**config.mk**
```make
export PLATFORM = sky130hd
export DESIGN_NAME = max_filter_3x3_core
export DESIGN_NICKNAME = d
export VERILOG_FILES = /design/src/sv/mf3_pkg.sv /design/src/sv/mf3_front.sv /design/src/sv/mf3_queue.sv /design/src/sv/mf3_back.sv /design/src/sv/max_filter_3x3_core.sv
export VERILOG_INCLUDE_DIRS = /design/src /design/src/sv
export SDC_FILE = /design/constraint.sdc
export NUM_CORES = 2
export LEC_CHECK = 0
export BUFFER_PORTS_ARGS = -buffer_cell sky130_fd_sc_hd__buf_2
export CORE_UTILIZATION = 35
export CTS_CLUSTER_SIZE = 20
export DETAILED_ROUTE_END_ITERATION = 6
export HOLD_SLACK_MARGIN = 0.06
export PLACE_DENSITY = 0.57
export REMOVE_ABC_BUFFERS = 1
export SLEW_MARGIN = 0
export SYNTH_ARGS = -nofsm -noshare
export SYNTH_HDL_FRONTEND = slang
export SYNTH_SLANG_ARGS = --single-unit
```
**constraint.sdc**
```tcl
create_clock -name i_clk -period 12.3 [get_ports i_clk]
set_input_delay 0.615 -clock i_clk [delete_from_list [all_inputs] [get_ports i_clk]]
set_output_delay 0.615 -clock i_clk [all_outputs]
set_load 0.005 [all_outputs]
```
**src/sv/max_filter_3x3_core_defines.svh**
```systemverilog
// assertion macros shared by the max filter rtl
`ifndef MAX_FILTER_3X3_CORE_DEFINES_SVH
`define MAX_FILTER_3X3_CORE_DEFINES_SVH

`ifndef SYNTHESIS

// same-cycle implication, checked out of reset
`define MF3_ASSERT_IMPLY(label, clk, rst_n, ante, cons) \
    label: assert property (@(posedge clk) disable iff (!rst_n) (ante) |-> (cons)) \
        else $error("mf3 assertion failed");

// next-cycle implication, checked out of reset
`define MF3_ASSERT_NEXT(label, clk, rst_n, ante, cons) \
    label: assert property (@(posedge clk) disable iff (!rst_n) (ante) |=> (cons)) \
        else $error("mf3 assertion failed");

`else

`define MF3_ASSERT_IMPLY(label, clk, rst_n, ante, cons)
`define MF3_ASSERT_NEXT(label, clk, rst_n, ante, cons)

`endif

`endif

```
**src/sv/mf3_pkg.sv**
```systemverilog
// types, constants and helpers shared by the max filter modules
package mf3_pkg;

    localparam int MAX_SIDE    = 128;
    localparam int MIN_SIDE    = 3;
    localparam int PIXEL_BITS  = 8;
    localparam int SIDE_BITS   = 8;
    localparam int ADDR_BITS   = $clog2(MAX_SIDE);
    localparam int QUEUE_DEPTH = 4;
    localparam int QUEUE_AW    = $clog2(QUEUE_DEPTH);

    typedef logic [PIXEL_BITS-1:0] t_pix;
    typedef logic [SIDE_BITS-1:0]  t_side;
    typedef logic [ADDR_BITS-1:0]  t_addr;
    typedef logic [QUEUE_AW-1:0]   t_qptr;
    typedef logic [QUEUE_AW:0]     t_qcnt;

    // one classified item: the new column of the 3-row band plus result flags
    typedef struct packed {
        t_pix pix;
        t_pix mid;
        t_pix top;
        logic emit;
        logic row_end;
        logic frame_end;
    } t_slot;

    function automatic t_pix max2(input t_pix a, input t_pix b);
        max2 = (a > b) ? a : b;
    endfunction

endpackage

```
**src/sv/mf3_front.sv**
```systemverilog
// front end: counters, line stores and classification of each pixel
module mf3_front (
    input  logic          i_clk,
    input  logic          i_rst_n,
    input  logic          i_cfg_we,
    input  mf3_pkg::t_side i_cfg_data,
    input  logic          i_valid,
    output logic          o_ready,
    input  mf3_pkg::t_pix i_pixel,
    output logic          o_push,
    input  logic          i_push_ready,
    output mf3_pkg::t_slot o_slot
);
    import mf3_pkg::*;

    t_pix  r_store_a [MAX_SIDE];
    t_pix  r_store_b [MAX_SIDE];

    t_side r_side;
    t_addr r_row, r_col;
    t_addr n_row, n_col;
    t_addr w_last;

    logic  r_s1_valid;
    t_pix  r_top, r_mid, r_s1_pix;
    t_addr r_s1_addr;
    logic  r_s1_emit, r_s1_row_end, r_s1_frame_end;

    logic  w_accept, w_go, w_row_end;

    assign w_last    = t_addr'(r_side - t_side'(1));
    assign w_go      = r_s1_valid && i_push_ready;
    assign o_ready   = !r_s1_valid || i_push_ready;
    assign w_accept  = i_valid && o_ready;
    assign w_row_end = (r_col == w_last);

    always_comb begin
        n_row = r_row;
        n_col = r_col + t_addr'(1);
        if (w_row_end) begin
            n_col = '0;
            n_row = (r_row == w_last) ? '0 : r_row + t_addr'(1);
        end
    end

    // side register and position counters
    always_ff @(posedge i_clk) begin
        if (!i_rst_n) begin
            r_side <= t_side'(MAX_SIDE);
            r_row  <= '0;
            r_col  <= '0;
        end else if (i_cfg_we) begin
            if (i_cfg_data < t_side'(MIN_SIDE))
                r_side <= t_side'(MIN_SIDE);
            else if (i_cfg_data > t_side'(MAX_SIDE))
                r_side <= t_side'(MAX_SIDE);
            else
                r_side <= i_cfg_data;
            r_row <= '0;
            r_col <= '0;
        end else if (w_accept) begin
            r_row <= n_row;
            r_col <= n_col;
        end
    end

    always_ff @(posedge i_clk) begin
        if (!i_rst_n) begin
            r_s1_valid <= 1'b0;
        end else if (w_accept) begin
            r_s1_valid <= 1'b1;
        end else if (w_go) begin
            r_s1_valid <= 1'b0;
        end
    end

    // line stores: read at accept, write back one stage later
    always_ff @(posedge i_clk) begin
        if (w_accept) begin
            r_top <= r_store_b[r_col];
            r_mid <= r_store_a[r_col];
        end
        if (w_go) begin
            r_store_b[r_s1_addr] <= r_mid;
            r_store_a[r_s1_addr] <= r_s1_pix;
        end
    end

    always_ff @(posedge i_clk) begin
        if (w_accept) begin
            r_s1_pix       <= i_pixel;
            r_s1_addr      <= r_col;
            r_s1_emit      <= (r_row >= t_addr'(2)) && (r_col >= t_addr'(2));
            r_s1_row_end   <= w_row_end;
            r_s1_frame_end <= w_row_end && (r_row == w_last);
        end
    end

    assign o_push = r_s1_valid;

    always_comb begin
        o_slot.pix       = r_s1_pix;
        o_slot.mid       = r_mid;
        o_slot.top       = r_top;
        o_slot.emit      = r_s1_emit;
        o_slot.row_end   = r_s1_row_end;
        o_slot.frame_end = r_s1_frame_end;
    end

endmodule

```
**src/sv/mf3_queue.sv**
```systemverilog
// short queue of classified items between front and back
`include "max_filter_3x3_core_defines.svh"
module mf3_queue (
    input  logic           i_clk,
    input  logic           i_rst_n,
    input  logic           i_push,
    output logic           o_push_ready,
    input  mf3_pkg::t_slot i_slot,
    output logic           o_valid,
    input  logic           i_pop,
    output mf3_pkg::t_slot o_slot
);
    import mf3_pkg::*;

    t_slot r_mem [QUEUE_DEPTH];
    t_qptr r_wr, r_rd;
    t_qcnt r_count;
    logic  w_push, w_pop;

    assign o_push_ready = (r_count != t_qcnt'(QUEUE_DEPTH));
    assign o_valid      = (r_count != '0);
    assign w_push       = i_push && o_push_ready;
    assign w_pop        = i_pop && o_valid;
    assign o_slot       = r_mem[r_rd];

    always_ff @(posedge i_clk) begin
        if (w_push) begin
            r_mem[r_wr] <= i_slot;
        end
    end

    always_ff @(posedge i_clk) begin
        if (!i_rst_n) begin
            r_wr    <= '0;
            r_rd    <= '0;
            r_count <= '0;
        end else begin
            if (w_push) r_wr <= r_wr + t_qptr'(1);
            if (w_pop)  r_rd <= r_rd + t_qptr'(1);
            case ({w_push, w_pop})
                2'b10:   r_count <= r_count + t_qcnt'(1);
                2'b01:   r_count <= r_count - t_qcnt'(1);
                default: r_count <= r_count;
            endcase
        end
    end

    `MF3_ASSERT_IMPLY(a_count_bound, i_clk, i_rst_n, 1'b1, r_count <= t_qcnt'(QUEUE_DEPTH))
    `MF3_ASSERT_NEXT(a_push_held, i_clk, i_rst_n, i_push && !o_push_ready, i_push)
    `MF3_ASSERT_IMPLY(a_no_underflow, i_clk, i_rst_n, i_pop, o_valid)

endmodule

```
**src/sv/mf3_back.sv**
```systemverilog
// back end: 3x3 window shift, maximum and output register
`include "max_filter_3x3_core_defines.svh"
module mf3_back (
    input  logic           i_clk,
    input  logic           i_rst_n,
    input  logic           i_valid,
    output logic           o_pop,
    input  mf3_pkg::t_slot i_slot,
    output logic           o_tvalid,
    input  logic           i_tready,
    output mf3_pkg::t_pix  o_tdata,
    output logic           o_tuser,
    output logic           o_tlast
);
    import mf3_pkg::*;

    t_pix r_win [6];
    logic r_out_valid;
    t_pix r_out_max;
    logic r_out_row_end, r_out_frame_end;
    logic w_free, w_pop, w_load;
    t_pix w_m0, w_m1, w_m2, w_m3, w_m4, w_m5, w_max;

    assign w_free = !r_out_valid || i_tready;
    assign w_pop  = i_valid && (!i_slot.emit || w_free);
    assign w_load = w_pop && i_slot.emit;
    assign o_pop  = w_pop;

    // balanced compare tree over the nine window pixels
    assign w_m0  = max2(r_win[0], r_win[1]);
    assign w_m1  = max2(r_win[2], r_win[3]);
    assign w_m2  = max2(r_win[4], r_win[5]);
    assign w_m3  = max2(i_slot.top, i_slot.mid);
    assign w_m4  = max2(w_m0, w_m1);
    assign w_m5  = max2(w_m2, w_m3);
    assign w_max = max2(max2(w_m4, w_m5), i_slot.pix);

    always_ff @(posedge i_clk) begin
        if (!i_rst_n) begin
            for (int i = 0; i < 6; i++) r_win[i] <= '0;
        end else if (w_pop) begin
            r_win[0] <= r_win[3];
            r_win[1] <= r_win[4];
            r_win[2] <= r_win[5];
            r_win[3] <= i_slot.top;
            r_win[4] <= i_slot.mid;
            r_win[5] <= i_slot.pix;
        end
    end

    always_ff @(posedge i_clk) begin
        if (!i_rst_n) begin
            r_out_valid <= 1'b0;
        end else if (w_load) begin
            r_out_valid <= 1'b1;
        end else if (i_tready) begin
            r_out_valid <= 1'b0;
        end
    end

    always_ff @(posedge i_clk) begin
        if (w_load) begin
            r_out_max       <= w_max;
            r_out_row_end   <= i_slot.row_end;
            r_out_frame_end <= i_slot.frame_end;
        end
    end

    assign o_tvalid = r_out_valid;
    assign o_tdata  = r_out_max;
    assign o_tuser  = r_out_row_end;
    assign o_tlast  = r_out_frame_end;

    `MF3_ASSERT_IMPLY(a_load_has_room, i_clk, i_rst_n, w_load, w_free)
    `MF3_ASSERT_NEXT(a_result_held, i_clk, i_rst_n, r_out_valid && !i_tready, r_out_valid)
    `MF3_ASSERT_IMPLY(a_frame_ends_row, i_clk, i_rst_n, o_tvalid && o_tlast, o_tuser)

endmodule

```
**src/sv/max_filter_3x3_core.sv**
```systemverilog
// top level of the streaming 3x3 max filter over a square image
//
//  channel   direction  handshake                      payload
//  s_axis    in         s_axis_tvalid / s_axis_tready  tdata = pixel
//  m_axis    out        m_axis_tvalid / m_axis_tready  tdata = local_max, tuser = row_end,
//                                                      tlast = frame_end
//  cfg       in         i_cfg_we (no wait)             i_cfg_data = image_side
//
//  one pixel a cycle sustained while m_axis_tready stays high; a result passes through the line
//  store read stage, the queue and the output register
//  the line stores take one read and one write a cycle: read at accept, written a stage later
//  synchronous active-low reset clears counters, handshakes and window, side = 128
//  no clearing pass: line store entries are always written before they reach a result
//  the queue lets the front keep taking pixels while a result waits at the output
module max_filter_3x3_core (
    input  logic       i_clk,
    input  logic       i_rst_n,
    // configuration: image side, clamped to 3..128, restarts the frame
    input  logic       i_cfg_we,
    input  logic [7:0] i_cfg_data,
    // pixel stream in
    input  logic       s_axis_tvalid,
    output logic       s_axis_tready,
    input  logic [7:0] s_axis_tdata,   // [7:0] pixel
    // result stream out
    output logic       m_axis_tvalid,
    input  logic       m_axis_tready,
    output logic [7:0] m_axis_tdata,   // [7:0] local_max
    output logic [0:0] m_axis_tuser,   // [0] row_end
    output logic       m_axis_tlast    // frame_end
);
    import mf3_pkg::*;

    // front to queue
    logic  w_push, w_push_ready;
    t_slot w_push_slot;
    // queue to back
    logic  w_q_valid, w_pop;
    t_slot w_q_slot;
    logic  w_row_end;

    // counters, line stores and classification of each item
    mf3_front u_front (
        .i_clk        (i_clk),
        .i_rst_n      (i_rst_n),
        .i_cfg_we     (i_cfg_we),
        .i_cfg_data   (i_cfg_data),
        .i_valid      (s_axis_tvalid),
        .o_ready      (s_axis_tready),
        .i_pixel      (s_axis_tdata),
        .o_push       (w_push),
        .i_push_ready (w_push_ready),
        .o_slot       (w_push_slot)
    );

    // decouples front and back so each side can stall alone
    mf3_queue u_queue (
        .i_clk        (i_clk),
        .i_rst_n      (i_rst_n),
        .i_push       (w_push),
        .o_push_ready (w_push_ready),
        .i_slot       (w_push_slot),
        .o_valid      (w_q_valid),
        .i_pop        (w_pop),
        .o_slot       (w_q_slot)
    );

    // window shift, nine-way maximum and output register
    mf3_back u_back (
        .i_clk    (i_clk),
        .i_rst_n  (i_rst_n),
        .i_valid  (w_q_valid),
        .o_pop    (w_pop),
        .i_slot   (w_q_slot),
        .o_tvalid (m_axis_tvalid),
        .i_tready (m_axis_tready),
        .o_tdata  (m_axis_tdata),
        .o_tuser  (w_row_end),
        .o_tlast  (m_axis_tlast)
    );

    assign m_axis_tuser[0] = w_row_end;

endmodule
```
==> out/metrics.cfg <==
[placed_design]
place.gp.congestion=0.784
portBuffers=32
pre_cts_slack_ns=3.66
dp_cells=7250
dp_hpwl_mm=120

[power]
switching_share=0.257
pwr-share-seq=0.483
p_leak_nw=31.0
p_per_area_nw_per_um2=181
intPower_mw=13.7
switching_power_mw=4.73
irDropWorstVdd_mv=0.258
p_clk_frac=0.359
power_frac_comb=0.158

[critical_path]
crit_buf_inv=1
r2r_slack_ns=3.65
critical_path.slowest_cell=mux4_2
end_kind=flip-flop
crit_type=flip-flop to flip-flop
critPathTopFamily=compound AO/OA/AOI/OAI gates
crit_fanout=27
required_ns=12.99
r2r_cells=36
slowest_delay_ns=0.63
timing.rr.end=u_back.o_tdata[1]$_DFFE_PP_
worst_ep_arrival_time_ns=9.34
crit_path_start_kind=flip-flop

[timing]
fin_crit_sh=0.704
worst_slack_ns=3.65
skew_ns=0.0562
max_freq_mhz=116
rsz0062_at_grt=false
fin_crit_ns=8.65
setup_viol=0
maxSlewViolCount=0
hold_viol_final=0
maxSlewHeadroom=0.164
worst_pin_slew_ns=1.25

[drt]
drt_first_pass_iters=5
avgViaCountPerCell=5.33
drt-wirelength-per-cell_um=27.8
via_count=40900
drtIter0Drc=4326
drt_wl_total_mm=214
final_antenna_net_count=0
route.detailed.drc=0

[clocking]
clock-sinks=2280
cts_hold_buf=15
htreeDepth=4
clkTransAtPathRegs_ns=0.06
insertion_delay_ns=0.88
cts_tree=built
root_buffer=clkbuf_16
clockBufferDepth=3
cts_setup_buffers=0
cts_resized=0
cts_made_buffers=221

[final_layout]
fin_cells=7678
fin_nets=4235
drive_gt1_frac=0.295
syn_to_final_growth_pct=13.9

[die]
start_util=0.353
die-area_um2=257000
die_h_um=507
core_area_um2=252000
io_pins=33
fp-row-count=184
die_x_um=507

[logic_synthesis]
synth-edff-count=2248
avgSynthCellArea_um2=23.1
synthFlopType=edfxtp_1
yosysWarnings=0
syn_inst=3859
synthDistinctLibCells=52
ys_seq_elements=2280
async_flop_share=0
synth.cell_area_um2=89200
yosysSeqAreaShare=0.764

[grt]
antenna_found_initial=21
globalRouteTotalUtil=0.166
grt_pass1_wl_mm=306
grt_pass1_vias=41800
grt_start_max_net_pins=133
grt_overflow_total=0

[worst_hold_path]
worstHoldStart=i_cfg_we
holdPathStages=3
holdPathEnd=u_front.r_side[1]$_SDFFE_PN0P_
hold_class=input pin to flip-flop

[job]
maxCapViolCount=0

[outcome]
status=completed

[power by group through the flow]
| stage | logic, mW | registers (mW) | clock network (mW) |
|---|---|---|---|
| 2_1_floorplan | 2.24 | 9.17 | 0 |
| 3_3_place_gp | 2.82 | 9.04 | 0 |
| 3_5_place_dp | 2.90 | 9.05 | 0 |
| 4_1_cts | 2.91 | 8.88 | 6.75 |
| 5_1_grt | 3.21 | 8.89 | 7.02 |
| 6_report | 2.90 | 8.88 | 6.61 |
[cells in the final DEF, fill, tap and decap left out, types with 7 or more instances in the layout]
cell type,n
clkinv_1,59
and2_1,8
buf_4,191
clkinv_2,38
o211ai_1,7
dfxtp_1,25
nand2_1,41
and3_1,50
a21oi_1,23
clkbuf_1,46
o21ai_0,20
nor3_1,9
mux2i_1,39
a21o_1,9
ha_1,73
clkbuf_16,222
inv_6,7
inv_1,69
mux2_2,26
xor2_1,9
nand3_1,26
edfxtp_1,2248
dlygate4sd3_1,15
xnor2_1,26
mux4_2,699
buf_2,32
bufinv_16,17
nor2b_1,18
o21a_1,8
nand4_1,13
nor2_1,165
[sequential cells by signal (all words and copies together) (netlist names), 8 cells and up, named ones only]
signal and cells:
u_queue.r_mem 108, u_front.r_store_a 1024, u_back.r_win 48, u_back.o_tdata 8
u_front.r_store_b 1024, u_front.r_top 8, u_front.r_mid 8, u_front.r_s1_pix 8
[layout make-up]
cell class	instances	area (um2)
sequential	2280	68200
inverter	69	259
timing repair buffer	244	1860
clock buffer	270	5760
tap	3348	4190
clock inverter	138	1260
multi-input combinational	1324	20000
fill	22000	151000
antenna	5	12.5
[synthesized netlist by cell type (2+ instances only)]
| cell | count | area share |
|---|---|---|
| edfxtp_1 | 2248 | 0.76 |
| mux4_2 | 699 | 0.18 |
| nor2_1 | 165 | 0.0069 |
| clkbuf_1 | 106 | 0.0045 |
| ha_1 | 73 | 0.010 |
| inv_1 | 69 | 0.0029 |
| and3_1 | 54 | 0.0038 |
| nand2_1 | 41 | 0.0017 |
| mux2i_1 | 39 | 0.0044 |
| buf_2 | 38 | 0.0021 |
| buf_1 | 37 | 0.0016 |
| dfxtp_1 | 32 | 0.0072 |
| mux2_2 | 26 | 0.0033 |
| nand3_1 | 26 | 0.0015 |
| xnor2_1 | 26 | 0.0026 |
| a21oi_1 | 24 | 0.0013 |
| o21ai_0 | 20 | 0.0011 |
| nor2b_1 | 18 | 0.0013 |
| nand4_1 | 13 | 0.00091 |
| a21o_1 | 9 | 0.00076 |
| nor3_1 | 9 | 0.00051 |
| xor2_1 | 9 | 0.00088 |
| and2_1 | 8 | 0.00056 |
| o21a_1 | 8 | 0.00067 |
| o211ai_1 | 7 | 0.00059 |
| nand2b_1 | 5 | 0.00035 |
| nor4_1 | 5 | 0.00035 |
| a21boi_0 | 4 | 0.00034 |
| a22o_1 | 4 | 0.00039 |
| a211oi_1 | 3 | 0.00025 |
| a31oi_1 | 3 | 0.00021 |
| buf_4 | 3 | 0.00025 |
| nor3b_1 | 3 | 0.00025 |
| a221oi_1 | 2 | 0.00020 |
| buf_6 | 2 | 0.00025 |
| o21ai_1 | 2 | 0.00011 |
| o221ai_1 | 2 | 0.00020 |
| or3_1 | 2 | 0.00014 |
| or4_1 | 2 | 0.00017 |
[worst register-to-register path, delay by kind of cell (launching register included)]
kind | cells | cell delay, ns
AOI/OAI and AO/OA | 21 | 4.14
muxes | 3 | 1.32
adders and majority gates | 4 | 1.28
buffers and inverters | 1 | 0.45
DFF | 1 | 0.32
and+or+nand+nor | 7 | 0.98
[metrics by stage]
step | util | TNS [ns] | total power [mW] | instance area, um2 | hold slack [ns]
2_1_floorplan | - | -341.81 | 11.4 | 88400 | 0.459
3_3_place_gp | 0.374 | 0 | 11.9 | 94400 | 0.478
3_5_place_dp | 0.374 | 0 | 11.9 | 94400 | 0.497
4_1_cts | 0.402 | 0 | 18.5 | 102000 | 0.0713
5_1_grt | 0.402 | 0 | 19.1 | 102000 | 0.122
6_report | 0.402 | 0 | 18.4 | 102000 | 0.140
[layer usage]
metal,track usage,wire [um]
met1,0.233,91000
met2,0.264,102000
met3,0.0318,15300
met4,0.0497,5460
met5,0,33
[logic make-up after synthesis]
family | count (synthesis) | share of synthesized area
AO/OA/AOI/OAI | 96 | 0.00739
buffers and inverters | 255 | 0.0116
flip-flops | 2280 | 0.764
adder cells (fa/ha/maj) | 75 | 0.0106
AND/OR/NAND/NOR | 354 | 0.0187
multiplexers | 764 | 0.184
XOR/XNOR | 35 | 0.00344
[how the worst max path moves through the flow]
stage,startpoint,to,slack [ns],depth (start not counted)
after floorplan,u_front.r_col[0]$_SDFFE_PP0P_,u_front.r_s1_addr[0]$_DFFE_PP_,-11.32,0
after global placement,flip-flop,u_back.o_tdata[4]$_DFFE_PP_,3.80,36
after detailed placement,flip-flop,u_back.o_tdata[1]$_DFFE_PP_,3.66,36
after CTS,flip-flop,u_back.o_tdata[1]$_DFFE_PP_,3.63,36
after global routing,flip-flop,u_back.o_tdata[4]$_DFFE_PP_,2.95,36
final,flip-flop,u_back.o_tdata[1]$_DFFE_PP_,3.65,36
(Power assumes the default switching activity.)
